`src/dual_motor_spi_pwm_controller_defines.svh`:
```
// Assertion macros shared by the RTL of the dual motor controller.
// Every macro samples on the rising edge of clk and is quiet while arst_n is low.
`ifndef DUAL_MOTOR_SPI_PWM_CONTROLLER_DEFINES_SVH
`define DUAL_MOTOR_SPI_PWM_CONTROLLER_DEFINES_SVH

// The consequent must hold in the same cycle as the antecedent.
`define DMSPC_ASSERT_IMPLY(label, ante, cons, msg) \
	label: assert property (@(posedge clk) disable iff (!arst_n) (ante) |-> (cons)) \
		else $error(msg);

// The condition must never be true.
`define DMSPC_ASSERT_NEVER(label, cond, msg) \
	label: assert property (@(posedge clk) disable iff (!arst_n) !(cond)) \
		else $error(msg);

`endif

```
`src/dmspc_pkg.sv`:
```
`default_nettype none

package dmspc_pkg;

	// Kind of input transfer.
	localparam logic CMD_EXCHANGE = 1'b0;
	localparam logic CMD_TICK     = 1'b1;

	// Bytes seen on the SPI side.
	localparam logic [7:0] CMD_SPEED = 8'h56;
	localparam logic [7:0] TX_IDLE   = 8'h01;
	localparam logic [7:0] TX_NONE   = 8'h00;

	// Position of the four speed bytes inside one 'V' command.
	localparam logic [1:0] IDX_ONE_HIGH = 2'd0;
	localparam logic [1:0] IDX_ONE_LOW  = 2'd1;
	localparam logic [1:0] IDX_TWO_HIGH = 2'd2;
	localparam logic [1:0] IDX_TWO_LOW  = 2'd3;

	typedef enum logic [1:0] {
		DIR_STOP    = 2'd0,
		DIR_FORWARD = 2'd1,
		DIR_REVERSE = 2'd2
	} dir_t;

	typedef struct packed {
		logic       command;
		logic [7:0] rx_byte;
		logic       fault;
	} item_t;

	typedef struct packed {
		logic [7:0] tx_byte;
		logic       m1_forward_pin;
		logic       m1_reverse_pin;
		logic       m2_forward_pin;
		logic       m2_reverse_pin;
		logic       status_led;
		logic       speeds_updated;
	} result_t;

endpackage

`default_nettype wire

```
`src/dual_motor_spi_pwm_controller.sv`:
```
// Channel   Direction  Handshake              Payload
// item      in         item_valid/item_stall  dmspc_pkg::item_t (command, rx_byte, fault)
// result    out        result_valid/...stall  dmspc_pkg::result_t (tx_byte, pins, led, flag)
//
// One transfer in gives exactly one transfer out. A new item is taken every cycle unless
// item_stall is high: the input register feeds the result register, and the
// whole step (speed decode, PWM counter compare, pin update) sits between the two.
// Reset (arst_n low) clears the decoder to idle, speeds to stop, the counter and all pins.
// A stall on result holds the result register; the input register then fills and item_stall
// rises in the same cycle, so no more than two items are ever in flight.
`default_nettype none

`include "dual_motor_spi_pwm_controller_defines.svh"

module dual_motor_spi_pwm_controller #(
	parameter int PWM_BITS = 12
) (
	input  wire                logic clk,
	input  wire                logic arst_n,
	input  wire                logic item_valid,
	output                     logic item_stall,
	input  dmspc_pkg::item_t   item,
	output                     logic result_valid,
	input  wire                logic result_stall,
	output dmspc_pkg::result_t result
);

	// Largest duty the counter can express, held at the width of a raw speed.
	localparam logic [15:0] MaxDuty = 16'((32'd1 << PWM_BITS) - 32'd1);

	typedef enum logic {
		ST_IDLE,
		ST_COLLECT
	} state_t;

	// Input register.
	logic                valid_s1;
	dmspc_pkg::item_t    item_s1;

	// Block state.
	state_t              state_q;
	logic [1:0]          byte_index_q;
	logic [15:0]         speed_one_q;
	logic [7:0]          speed_two_high_q;
	dmspc_pkg::dir_t     dir_one_q;
	dmspc_pkg::dir_t     dir_two_q;
	logic [PWM_BITS-1:0] duty_one_q;
	logic [PWM_BITS-1:0] duty_two_q;
	logic [PWM_BITS-1:0] counter_q;
	logic [3:0]          pins_q;

	// Result register.
	logic                result_valid_q;
	dmspc_pkg::result_t  result_q;

	// Next values of the step.
	state_t              state_nx;
	logic [1:0]          byte_index_nx;
	logic [15:0]         speed_one_nx;
	logic [7:0]          speed_two_high_nx;
	dmspc_pkg::dir_t     dir_one_nx;
	dmspc_pkg::dir_t     dir_two_nx;
	logic [PWM_BITS-1:0] duty_one_nx;
	logic [PWM_BITS-1:0] duty_two_nx;
	logic [PWM_BITS-1:0] counter_nx;
	logic [3:0]          pins_nx;
	logic [7:0]          tx_nx;
	logic                updated_nx;

	logic                dir_one_run;
	logic                dir_two_run;
	dmspc_pkg::dir_t     dir_one_new;
	dmspc_pkg::dir_t     dir_two_new;
	logic [PWM_BITS-1:0] duty_one_new;
	logic [PWM_BITS-1:0] duty_two_new;
	logic [15:0]         speed_two_raw;

	logic                advance;
	logic                take;

	// The result register can load when it is empty or its content leaves now.
	assign advance = !result_valid_q || !result_stall;
	// The input register can load when it is empty or its item moves on.
	assign item_stall = valid_s1 && !advance;
	assign take = item_valid && !item_stall;

	assign result_valid = result_valid_q;
	assign result = result_q;

	// Sign and magnitude of a raw speed, the magnitude saturated to the counter range.
	// A negated 0x8000 is still 0x8000 as an unsigned magnitude, which then saturates.
	function automatic dmspc_pkg::dir_t speed_dir(input logic [15:0] raw);
		dmspc_pkg::dir_t d;
		if (raw == 16'd0) begin
			d = dmspc_pkg::DIR_STOP;
		end else if (raw[15]) begin
			d = dmspc_pkg::DIR_REVERSE;
		end else begin
			d = dmspc_pkg::DIR_FORWARD;
		end
		return d;
	endfunction

	function automatic logic [PWM_BITS-1:0] speed_duty(input logic [15:0] raw);
		logic [15:0] mag;
		mag = raw[15] ? (16'd0 - raw) : raw;
		if (mag > MaxDuty) begin
			mag = MaxDuty;
		end
		return mag[PWM_BITS-1:0];
	endfunction

	assign speed_two_raw = {speed_two_high_q, item_s1.rx_byte};
	assign dir_one_new   = speed_dir(speed_one_q);
	assign dir_two_new   = speed_dir(speed_two_raw);
	assign duty_one_new  = speed_duty(speed_one_q);
	assign duty_two_new  = speed_duty(speed_two_raw);

	assign dir_one_run = (dir_one_q != dmspc_pkg::DIR_STOP);
	assign dir_two_run = (dir_two_q != dmspc_pkg::DIR_STOP);

	always_comb begin
		state_nx          = state_q;
		byte_index_nx     = byte_index_q;
		speed_one_nx      = speed_one_q;
		speed_two_high_nx = speed_two_high_q;
		dir_one_nx        = dir_one_q;
		dir_two_nx        = dir_two_q;
		duty_one_nx       = duty_one_q;
		duty_two_nx       = duty_two_q;
		counter_nx        = counter_q;
		pins_nx           = pins_q;
		tx_nx             = dmspc_pkg::TX_NONE;
		updated_nx        = 1'b0;

		if (item_s1.command == dmspc_pkg::CMD_TICK) begin
			counter_nx = counter_q + PWM_BITS'(1);
			// At wrap a running motor drives the pin of its direction; the other goes low.
			if (counter_nx == '0) begin
				if (dir_one_run) begin
					pins_nx[0] = (dir_one_q == dmspc_pkg::DIR_FORWARD);
					pins_nx[1] = (dir_one_q == dmspc_pkg::DIR_REVERSE);
				end
				if (dir_two_run) begin
					pins_nx[2] = (dir_two_q == dmspc_pkg::DIR_FORWARD);
					pins_nx[3] = (dir_two_q == dmspc_pkg::DIR_REVERSE);
				end
			end
			// The compare wins over the wrap when the duty is zero.
			if (counter_nx == duty_one_q) begin
				pins_nx[1:0] = 2'b00;
			end
			if (counter_nx == duty_two_q) begin
				pins_nx[3:2] = 2'b00;
			end
		end else if (!item_s1.fault) begin
			if (state_q == ST_IDLE) begin
				tx_nx         = dmspc_pkg::TX_IDLE;
				byte_index_nx = dmspc_pkg::IDX_ONE_HIGH;
				state_nx      = (item_s1.rx_byte == dmspc_pkg::CMD_SPEED) ? ST_COLLECT : ST_IDLE;
			end else begin
				tx_nx = dmspc_pkg::CMD_SPEED;
				unique case (byte_index_q)
					dmspc_pkg::IDX_ONE_HIGH: begin
						speed_one_nx  = {item_s1.rx_byte, 8'h00};
						byte_index_nx = dmspc_pkg::IDX_ONE_LOW;
					end
					dmspc_pkg::IDX_ONE_LOW: begin
						speed_one_nx  = {speed_one_q[15:8], item_s1.rx_byte};
						byte_index_nx = dmspc_pkg::IDX_TWO_HIGH;
					end
					dmspc_pkg::IDX_TWO_HIGH: begin
						speed_two_high_nx = item_s1.rx_byte;
						byte_index_nx     = dmspc_pkg::IDX_TWO_LOW;
					end
					dmspc_pkg::IDX_TWO_LOW: begin
						dir_one_nx  = dir_one_new;
						duty_one_nx = duty_one_new;
						dir_two_nx  = dir_two_new;
						duty_two_nx = duty_two_new;
						// A stopped motor releases both pins at once; a running one waits
						// for the next wrap or compare.
						if (dir_one_new == dmspc_pkg::DIR_STOP) begin
							pins_nx[1:0] = 2'b00;
						end
						if (dir_two_new == dmspc_pkg::DIR_STOP) begin
							pins_nx[3:2] = 2'b00;
						end
						byte_index_nx = dmspc_pkg::IDX_ONE_HIGH;
						state_nx      = ST_IDLE;
						updated_nx    = 1'b1;
					end
					default: begin
						byte_index_nx = dmspc_pkg::IDX_ONE_HIGH;
					end
				endcase
			end
		end
	end

	always_ff @(posedge clk or negedge arst_n) begin
		if (!arst_n) begin
			valid_s1         <= 1'b0;
			item_s1          <= '0;
			state_q          <= ST_IDLE;
			byte_index_q     <= dmspc_pkg::IDX_ONE_HIGH;
			speed_one_q      <= '0;
			speed_two_high_q <= '0;
			dir_one_q        <= dmspc_pkg::DIR_STOP;
			dir_two_q        <= dmspc_pkg::DIR_STOP;
			duty_one_q       <= '0;
			duty_two_q       <= '0;
			counter_q        <= '0;
			pins_q           <= '0;
			result_valid_q   <= 1'b0;
			result_q         <= '0;
		end else begin
			if (advance) begin
				valid_s1 <= take;
			end else if (take) begin
				valid_s1 <= 1'b1;
			end
			if (take) begin
				item_s1 <= item;
			end
			if (advance) begin
				result_valid_q <= valid_s1;
			end
			if (advance && valid_s1) begin
				state_q          <= state_nx;
				byte_index_q     <= byte_index_nx;
				speed_one_q      <= speed_one_nx;
				speed_two_high_q <= speed_two_high_nx;
				dir_one_q        <= dir_one_nx;
				dir_two_q        <= dir_two_nx;
				duty_one_q       <= duty_one_nx;
				duty_two_q       <= duty_two_nx;
				counter_q        <= counter_nx;
				pins_q           <= pins_nx;
				result_q.tx_byte        <= tx_nx;
				result_q.m1_forward_pin <= pins_nx[0];
				result_q.m1_reverse_pin <= pins_nx[1];
				result_q.m2_forward_pin <= pins_nx[2];
				result_q.m2_reverse_pin <= pins_nx[3];
				result_q.status_led     <= !item_s1.fault;
				result_q.speeds_updated <= updated_nx;
			end
		end
	end

	// A motor never drives both of its pins.
	`DMSPC_ASSERT_NEVER(a_m1_pins_exclusive, pins_q[0] && pins_q[1], "motor one drives both pins")
	`DMSPC_ASSERT_NEVER(a_m2_pins_exclusive, pins_q[2] && pins_q[3], "motor two drives both pins")
	// A stopped motor one keeps both of its pins low.
	`DMSPC_ASSERT_IMPLY(a_stop_pins_low, dir_one_q == dmspc_pkg::DIR_STOP, pins_q[1:0] == 2'b00, "stopped motor one has a pin high")
	// A completed speed pair leaves the decoder idle.
	`DMSPC_ASSERT_IMPLY(a_update_idle, result_valid_q && result_q.speeds_updated, state_q == ST_IDLE, "decoder still collecting after a speed update")

endmodule

`default_nettype wire

```
`config.mk`:
```
export PLATFORM = sky130hd
export DESIGN_NAME = dual_motor_spi_pwm_controller
export DESIGN_NICKNAME = d
export VERILOG_FILES = /design/src/dmspc_pkg.sv /design/src/dual_motor_spi_pwm_controller.sv
export VERILOG_INCLUDE_DIRS = /design/src /design/src/src
export SDC_FILE = /design/constraint.sdc
export NUM_CORES = 1
export LEC_CHECK = 0
export BUFFER_PORTS_ARGS = -buffer_cell sky130_fd_sc_hd__buf_2
export CAP_MARGIN = 20
export CORE_UTILIZATION = 61
export DETAILED_ROUTE_END_ITERATION = 8
export PLACE_DENSITY = 0.87
export SETUP_SLACK_MARGIN = 0.15
export SYNTH_ARGS = -nofsm -noshare
export SYNTH_HDL_FRONTEND = slang
export SYNTH_SLANG_ARGS = --single-unit
```
`constraint.sdc`:
```
create_clock -name clk -period 3 [get_ports clk]
set_clock_uncertainty 0.05 [all_clocks]
set_input_delay 0.75 -clock clk [delete_from_list [all_inputs] [get_ports clk]]
set_output_delay 0.75 -clock clk [all_outputs]
set_load 0.01 [all_outputs]
```
==> impl_metrics.prom, run 1 <==
# TYPE chip_impl_metric gauge
chip_impl_info{name="status",value="completed"} 1
chip_impl_metric{name="hold_buffers",unit=""} 0
chip_impl_info{name="worst_setup_path_class",value="register to register"} 1
chip_impl_metric{name="p_leak",unit="nW"} 2.454
chip_impl_metric{name="worst-endpoint-arrival",unit="ps"} 2940
chip_impl_metric{name="syn_inst",unit=""} 540
chip_impl_metric{name="global_route.usage.total",unit="%"} 31.24
chip_impl_metric{name="cts_htree_levels",unit=""} 3
chip_impl_info{name="post-synth-top-count-cell",value="dfrtp_1"} 1
chip_impl_metric{name="worst_pin_slew",unit="ps"} 682.7
chip_impl_metric{name="place.gp.congestion",unit=""} 0.9252
chip_impl_info{name="crit_path_start",value="counter_q[0]$_DFFE_PN0P_"} 1
chip_impl_metric{name="synth_top_area_share",unit="%"} 43.02
chip_impl_metric{name="dpl-instance-area",unit="mm2"} 0.005314
chip_impl_metric{name="fin_crit",unit="ps"} 2739
chip_impl_metric{name="post_route_cells_drive_above_1_share",unit="%"} 16.40
chip_impl_metric{name="synthDistinctLibCells",unit=""} 64
chip_impl_metric{name="timing.max_slew.rel_slack",unit="%"} 54.11
chip_impl_info{name="r2r_start",value="counter_q[0]$_DFFE_PN0P_"} 1
chip_impl_info{name="post_synthesis_cell_type_with_the_largest_combined_area",value="dfrtp_1"} 1
chip_impl_metric{name="filler_cell_count",unit=""} 591
chip_impl_metric{name="initial_antenna_violation_count",unit=""} 0
chip_impl_metric{name="timing.reg2reg.setup_slack",unit="ps"} 260
chip_impl_info{name="cp-endpoint",value="pins_q[2]$_DFFE_PN0P_"} 1
chip_impl_metric{name="cts_buffers",unit=""} 9
chip_impl_info{name="timing.hold.worst.class",value="input port to asynchronous set/reset pin"} 1
chip_impl_metric{name="syn_to_final_growth",unit="%"} 8.702
chip_impl_info{name="timing.rr.end",value="pins_q[2]$_DFFE_PN0P_"} 1
chip_impl_metric{name="maximum_clock_frequency",unit="MHz"} 365.0
chip_impl_metric{name="ctsLongestPathBuffers",unit=""} 2
chip_impl_metric{name="stdcell_area",unit="mm2"} 0.005502
chip_impl_metric{name="timing.critical_path.fanout_max",unit=""} 5
chip_impl_metric{name="number_of_synthesized_flops_with_an_enable_pin",unit=""} 0
chip_impl_metric{name="postCtsSetupBuffers",unit=""} 0
chip_impl_metric{name="vdd.ir_drop.worst",unit="mV"} 0.4018
chip_impl_metric{name="cts.sinks",unit=""} 87
chip_impl_metric{name="overall_die_width",unit="um"} 93.09
chip_impl_metric{name="drv_slew",unit=""} 0
chip_impl_info{name="startpoint_type",value="register"} 1
chip_impl_metric{name="die_y",unit="um"} 93.09
chip_impl_metric{name="final.hold.worst_slack",unit="ps"} 318.3
chip_impl_info{name="cts_tree",value="yes"} 1
chip_impl_metric{name="n_antenna_cell",unit=""} 0
chip_impl_metric{name="clkLatencyLatePin",unit="ps"} 360
chip_impl_metric{name="core-area",unit="mm2"} 0.007888
chip_impl_metric{name="ctsResizeCount",unit=""} 0
chip_impl_metric{name="yosysWarningCount",unit=""} 0
chip_impl_metric{name="dpl.hpwl",unit="mm"} 9.074
chip_impl_metric{name="grt_overflow_total",unit=""} 0
chip_impl_metric{name="max_cap_viol_count",unit=""} 0
chip_impl_metric{name="layout.core_utilization",unit="%"} 69.75
chip_impl_metric{name="grt_pass1_wl",unit="mm"} 20.63
chip_impl_metric{name="layout.cells.non_filler",unit=""} 669
chip_impl_info{name="top_cells_by_area_synth",value="dfrtp_1 (43%), xor2_1 (5.2%), mux2_2 (4.2%), nand2_1 (4.1%), xnor2_1 (4.0%)"} 1
chip_impl_metric{name="first_global_vias",unit=""} 4033
chip_impl_metric{name="detail_route.drc_violations",unit=""} 0
chip_impl_metric{name="start_util",unit="%"} 64.17
chip_impl_metric{name="final_hold_viol_count",unit=""} 0
chip_impl_metric{name="routed_wl",unit="mm"} 12.64
chip_impl_metric{name="via_count",unit=""} 4159
chip_impl_metric{name="mappedNetlistArea",unit="mm2"} 0.005061
chip_impl_metric{name="final-setup-viol-count",unit=""} 0
chip_impl_metric{name="synth.ff_latch_count",unit=""} 87
chip_impl_metric{name="period_share",unit="%"} 91.32
chip_impl_info{name="rsz0062_at_grt",value="false"} 1
chip_impl_metric{name="io_pins",unit=""} 30
chip_impl_metric{name="clk_transition_reported_paths",unit="ps"} 90
chip_impl_metric{name="route.detailed.wl_per_inst",unit="um"} 18.89
chip_impl_info{name="ys_top_cells_by_count",value="dfrtp_1 (87), nand2_1 (55), nor2_1 (46)"} 1
chip_impl_metric{name="powerDensity",unit="mW/mm2"} 524.1
chip_impl_metric{name="timing.setup.tns",unit="ps"} 0
chip_impl_metric{name="grt_start_max_net_pins",unit=""} 47
chip_impl_metric{name="port-buffer-count",unit=""} 26
chip_impl_metric{name="synth.yosys.seq_area_share",unit="%"} 43.02
chip_impl_metric{name="placed_cells",unit=""} 653
chip_impl_metric{name="cp_data_required_time",unit="ps"} 3200
chip_impl_metric{name="antenna_violating_nets_post_route",unit=""} 0
chip_impl_metric{name="routed_via_density",unit=""} 6.217
chip_impl_metric{name="dieArea",unit="mm2"} 0.008665
chip_impl_metric{name="ff2ff_path_depth",unit=""} 8
chip_impl_metric{name="design.final.nets",unit=""} 585
chip_impl_metric{name="postSynthAreaPerCell",unit="um2"} 9.372
chip_impl_metric{name="std_cell_rows",unit=""} 32
chip_impl_info{name="postSynth.topFlopCell",value="dfrtp_1"} 1
chip_impl_info{name="worst_setup_path_end_kind",value="register"} 1
chip_impl_metric{name="async_flop_share",unit="%"} 100.0
chip_impl_info{name="cts.root.buffer_cell",value="clkbuf_8"} 1
chip_impl_metric{name="detailedRoute.firstIterationViolations",unit=""} 219
chip_impl_metric{name="first_pass_drt_iterations",unit=""} 5
==> metal layers <==
layer / GRT usage, % / vias up / share of wire [%] / routed length, um
li1: - / 1946 / - / -
met1: 40.18 / 2011 / 42 / 5267
met2: 51.59 / 162 / 48 / 6116
met3: 4.715 / 40 / 5.5 / 697
met4: 15.38 / 0 / 4.4 / 555
met5: 0 / - / 0 / 0
==> stage by stage <==
step / worst slack [ps] / total power [W]
floorplan: 332.4 / 0.001878
global placement: 350.7 / 0.002086
detailed placement: 249.8 / 0.002114
CTS: 219.7 / 0.002869
global route: 177.6 / 0.003004
finish: 260.5 / 0.002884
==> where the power goes <==
part	internal [W]	switching [W]	leakage, nW	total (W)
sequential	0.00124	0.000126	1.17	0.00137
clock	0.000313	0.000453	0.0879	0.000766
combinational	0.000349	0.000399	1.20	0.000748
==> final cells by class <==
cell class                      count  area [um2]  area share, %
Multi-Input combinational cell    406        2674          48.60
Sequential cell                    87        2177          39.57
Timing Repair Buffer               47       302.8          5.504
Clock buffer                       10       127.6          2.320
Tap cell                          102       127.6          2.320
Clock inverter                      6       51.30         0.9325
Inverter                           11       41.29         0.7505
==> critical path, stage by stage (launching register included) <==
cell and delay, ps:
dfrtp_1 430, ha_2 240, xor3_1 400, nor3_1 160, o2111ai_1 150, or4_1 550
nor4_2 340, o22ai_1 160, o2bb2ai_1 150
==> registers in the layout, indices dropped and copies added, names as in the netlist, 4 cells and up <==
| signal | flops |
|---|---|
| duty_one_q | 12 |
| pins_q | 4 |
| speed_one_q | 16 |
| duty_two_q | 12 |
| item_s1 | 10 |
| speed_two_high_q | 8 |
| counter_q | 12 |
| result | 4 |
==> worst min-delay path by stage <==
| stage | start | to | slack, ps | cells past startpoint |
|---|---|---|---|---|
| global route | arst_n | valid_s1$_DFFE_PN0P_ | 360 | 1 |
| floorplan | arst_n | byte_index_q[0]$_DFFE_PN0P_ | 400 | 0 |
| global placement | result[0]$_DFFE_PN0P_ | result[0]$_DFFE_PN0P_ | 410 | 2 |
| detailed placement | result[0]$_DFFE_PN0P_ | result[0]$_DFFE_PN0P_ | 420 | 2 |
| finish | arst_n | counter_q[7]$_DFFE_PN0P_ | 320 | 1 |
| CTS | arst_n | valid_s1$_DFFE_PN0P_ | 340 | 1 |
==> logic make-up after synthesis <==
| logic type | after synthesis | synth area share, % |
|---|---|---|
| XOR/XNOR | 55 | 10.09 |
| adder cells (fa/ha/maj) | 9 | 2.225 |
| AND/OR/NAND/NOR | 200 | 19.93 |
| other | 1 | 0.07409 |
| flip-flops | 87 | 43.02 |
| AO/OA/AOI/OAI | 116 | 15.18 |
| buffers and inverters | 49 | 4.475 |
| multiplexers | 23 | 5.019 |
==> cells in the final DEF, fill, tap and decap left out, drive strengths merged, types with 17 or more instances in the layout <==
master  count
nand2b     20
o21ai      27
nor3       17
xor2       30
nor2       46
buf        47
nand2      56
mux2       19
xnor2      23
dfrtp      87
a21oi      30
No activity file was read; power rests on OpenSTA's default activity.
==> run 2, diff against run 1 <==
Settings changed: CAP_MARGIN 20 to 5, CORE_ASPECT_RATIO from default to 1.75.
==> run 2 against run 1 <==
- via count is 1.3% higher
- global-route usage increased by 0.84 points
- first-iteration DRC count up 44%
- clock power rose by 30%
- highest routed layer unchanged
- worst setup slack better by 70 ps
- sequential share of layout area shrank 0.71 points
- non-clock buffer count up 4
==> impl_metrics.prom, run 2 (synthesized netlist as in run 1, its figures left out) <==
# TYPE chip_impl_metric gauge
chip_impl_metric{name="crit_cells",unit=""} 9
chip_impl_metric{name="cts_htree_levels",unit=""} 3
chip_impl_info{name="worst_setup_path_end_kind",value="register"} 1
chip_impl_info{name="layout_commonest_cell",value="dfrtp_1"} 1
chip_impl_metric{name="dpl.hpwl",unit="mm"} 9.856
chip_impl_metric{name="cp.buffers_inverters",unit=""} 1
chip_impl_metric{name="final-setup-viol-count",unit=""} 0
chip_impl_info{name="status",value="completed"} 1
chip_impl_metric{name="syn_to_final_growth",unit="%"} 10.68
chip_impl_info{name="timing.hold.worst.class",value="input port to asynchronous set/reset pin"} 1
chip_impl_metric{name="grt_overflow_total",unit=""} 0
chip_impl_info{name="cts_tree",value="yes"} 1
chip_impl_metric{name="grt_pass1_wl",unit="mm"} 20.80
chip_impl_metric{name="largest_register_ffs",unit=""} 16
chip_impl_metric{name="max_stage_delay",unit="ps"} 540
chip_impl_metric{name="hold_buffers",unit=""} 0
chip_impl_metric{name="design.final.nets",unit=""} 589
chip_impl_metric{name="first_global_vias",unit=""} 4299
chip_impl_metric{name="start_util",unit="%"} 63.56
chip_impl_metric{name="period_share",unit="%"} 88.97
chip_impl_metric{name="timing.max_slew.rel_slack",unit="%"} 47.46
chip_impl_metric{name="timing.setup.tns",unit="ps"} 0
chip_impl_metric{name="ctsLongestPathBuffers",unit=""} 2
chip_impl_info{name="rsz0062_at_grt",value="false"} 1
chip_impl_metric{name="cts_buffers",unit=""} 9
chip_impl_metric{name="post_route_cells_drive_above_1_share",unit="%"} 16.81
chip_impl_metric{name="dieArea",unit="mm2"} 0.008679
chip_impl_info{name="crit_family",value="simple AND/OR/NAND/NOR gates"} 1
chip_impl_metric{name="n_antenna_cell",unit=""} 0
chip_impl_metric{name="timing.critical_path.fanout_max",unit=""} 5
chip_impl_info{name="mostFrequentLayoutCells",value="dfrtp_1 (87), nand2_1 (55), nor2_1 (46)"} 1
chip_impl_metric{name="via_count",unit=""} 4212
chip_impl_metric{name="fin_crit",unit="ps"} 2669
chip_impl_metric{name="grt_start_max_net_pins",unit=""} 48
chip_impl_info{name="timing.critical_path.slowest_stage_cell",value="or4_1"} 1
chip_impl_metric{name="multiInputGateArea",unit="mm2"} 0.002679
chip_impl_metric{name="powerDensity",unit="mW/mm2"} 570.1
chip_impl_metric{name="postCtsSetupBuffers",unit=""} 0
chip_impl_metric{name="design_power_total",unit="W"} 0.003194
chip_impl_metric{name="vdd.ir_drop.worst",unit="mV"} 0.5367
chip_impl_metric{name="core-area",unit="mm2"} 0.007963
chip_impl_metric{name="seqCellArea",unit="mm2"} 0.002177
chip_impl_metric{name="io_pins",unit=""} 30
chip_impl_metric{name="layout.core_utilization",unit="%"} 70.35
chip_impl_metric{name="clk_transition_reported_paths",unit="ps"} 60
chip_impl_metric{name="antenna_violating_nets_post_route",unit=""} 0
chip_impl_metric{name="p_leak",unit="nW"} 2.515
chip_impl_metric{name="overall_die_width",unit="um"} 70.86
chip_impl_metric{name="routed_wl",unit="mm"} 13.05
chip_impl_metric{name="drv_slew",unit=""} 0
chip_impl_metric{name="place.gp.congestion",unit=""} 0.9026
chip_impl_metric{name="initial_antenna_violation_count",unit=""} 0
chip_impl_info{name="top_register",value="speed_one_q"} 1
chip_impl_info{name="cts.root.buffer_cell",value="clkbuf_16"} 1
chip_impl_metric{name="detailedRoute.firstIterationViolations",unit=""} 315
chip_impl_metric{name="final_hold_viol_count",unit=""} 0
chip_impl_info{name="cp_cell_sequence",value="ha_2 > xor3_1 > nor3_2 > o2111ai_1 > or4_1 > nor4_2 > buf_4 > o22ai_1 > o2bb2ai_1"} 1
chip_impl_metric{name="std_cell_rows",unit=""} 43
chip_impl_metric{name="max_cap_viol_count",unit=""} 0
chip_impl_metric{name="worst-endpoint-arrival",unit="ps"} 2850
chip_impl_info{name="startpoint_type",value="register"} 1
chip_impl_info{name="worst_setup_path_class",value="register to register"} 1
chip_impl_metric{name="clkLatencyLatePin",unit="ps"} 340
chip_impl_metric{name="die_y",unit="um"} 122.5
chip_impl_metric{name="ff2ff_path_depth",unit=""} 9
chip_impl_metric{name="global_route.usage.total",unit="%"} 32.08
chip_impl_metric{name="cp_data_required_time",unit="ps"} 3180
chip_impl_metric{name="route.detailed.wl_per_inst",unit="um"} 19.74
chip_impl_metric{name="ctsResizeCount",unit=""} 0
chip_impl_metric{name="worst_pin_slew",unit="ps"} 781.6
chip_impl_metric{name="routed_via_density",unit=""} 6.372
chip_impl_metric{name="filler_cell_count",unit=""} 580
chip_impl_metric{name="first_pass_drt_iterations",unit=""} 7
chip_impl_metric{name="port-buffer-count",unit=""} 26
chip_impl_metric{name="maximum_clock_frequency",unit="MHz"} 374.7
chip_impl_metric{name="detail_route.drc_violations",unit=""} 0
chip_impl_metric{name="cts.sinks",unit=""} 87
## run 2: worst reg2reg max path: cells and delay by family (launching register included)
family | cells | cell delay (ps)
DFF | 1 | 430
buffers and inverters | 1 | 170
and+or+nand+nor | 3 | 850
adders and majority gates | 1 | 220
AOI/OAI and AO/OA | 3 | 400
xor gates and xnor gates | 1 | 440
## run 2: worst paths after layout
kind / startpoint / endpoint / slack (ps)
max: counter_q[1]$_DFFE_PN0P_ / pins_q[3]$_DFFE_PN0P_ / 330
min: arst_n / counter_q[10]$_DFFE_PN0P_ / 370
max reg2reg: counter_q[1]$_DFFE_PN0P_ / pins_q[3]$_DFFE_PN0P_ / 330
min reg2reg: result[1]$_DFFE_PN0P_ / result[1]$_DFFE_PN0P_ / 430
max in group asynchronous: arst_n / speed_one_q[1]$_DFFE_PN0P_ / 1870
min in group clk: result[1]$_DFFE_PN0P_ / result[1]$_DFFE_PN0P_ / 430
## run 2: report_power, final
part           switching [W]  internal, W  total [W]
Clock               0.000438     0.000557   0.000996
Combinational       0.000474     0.000369   0.000843
Sequential          0.000109      0.00125    0.00136
## run 2: per-layer routing
metal	part of all wire [%]	track usage [%]
met1	35	30.71
met2	54	59.92
met3	3.6	4.516
met4	7.4	25.75
met5	0	0
## run 2: per-stage QoR
step | worst slack, ps | cells | hold slack (ps) | instance area (um2)
final | 330.8 | 661 | 371.0 | 5602
after global routing | 183.0 | 661 | 426.4 | 5602
after CTS | 151.7 | 661 | 398.5 | 5588
after detailed placement | 162.6 | 645 | 413.8 | 5329
after global placement | 233.2 | 645 | 406.4 | 5329
after floorplan | 332.4 | 542 | 404.4 | 5069
## run 2: layout make-up
cell class / instances / share of cell area (%)
Multi-Input combinational cell: 406 / 47.82
Tap cell: 90 / 2.010
Inverter: 11 / 0.7371
Timing Repair Buffer: 51 / 5.941
Clock buffer: 12 / 4.222
Clock inverter: 4 / 0.4021
Sequential cell: 87 / 38.87
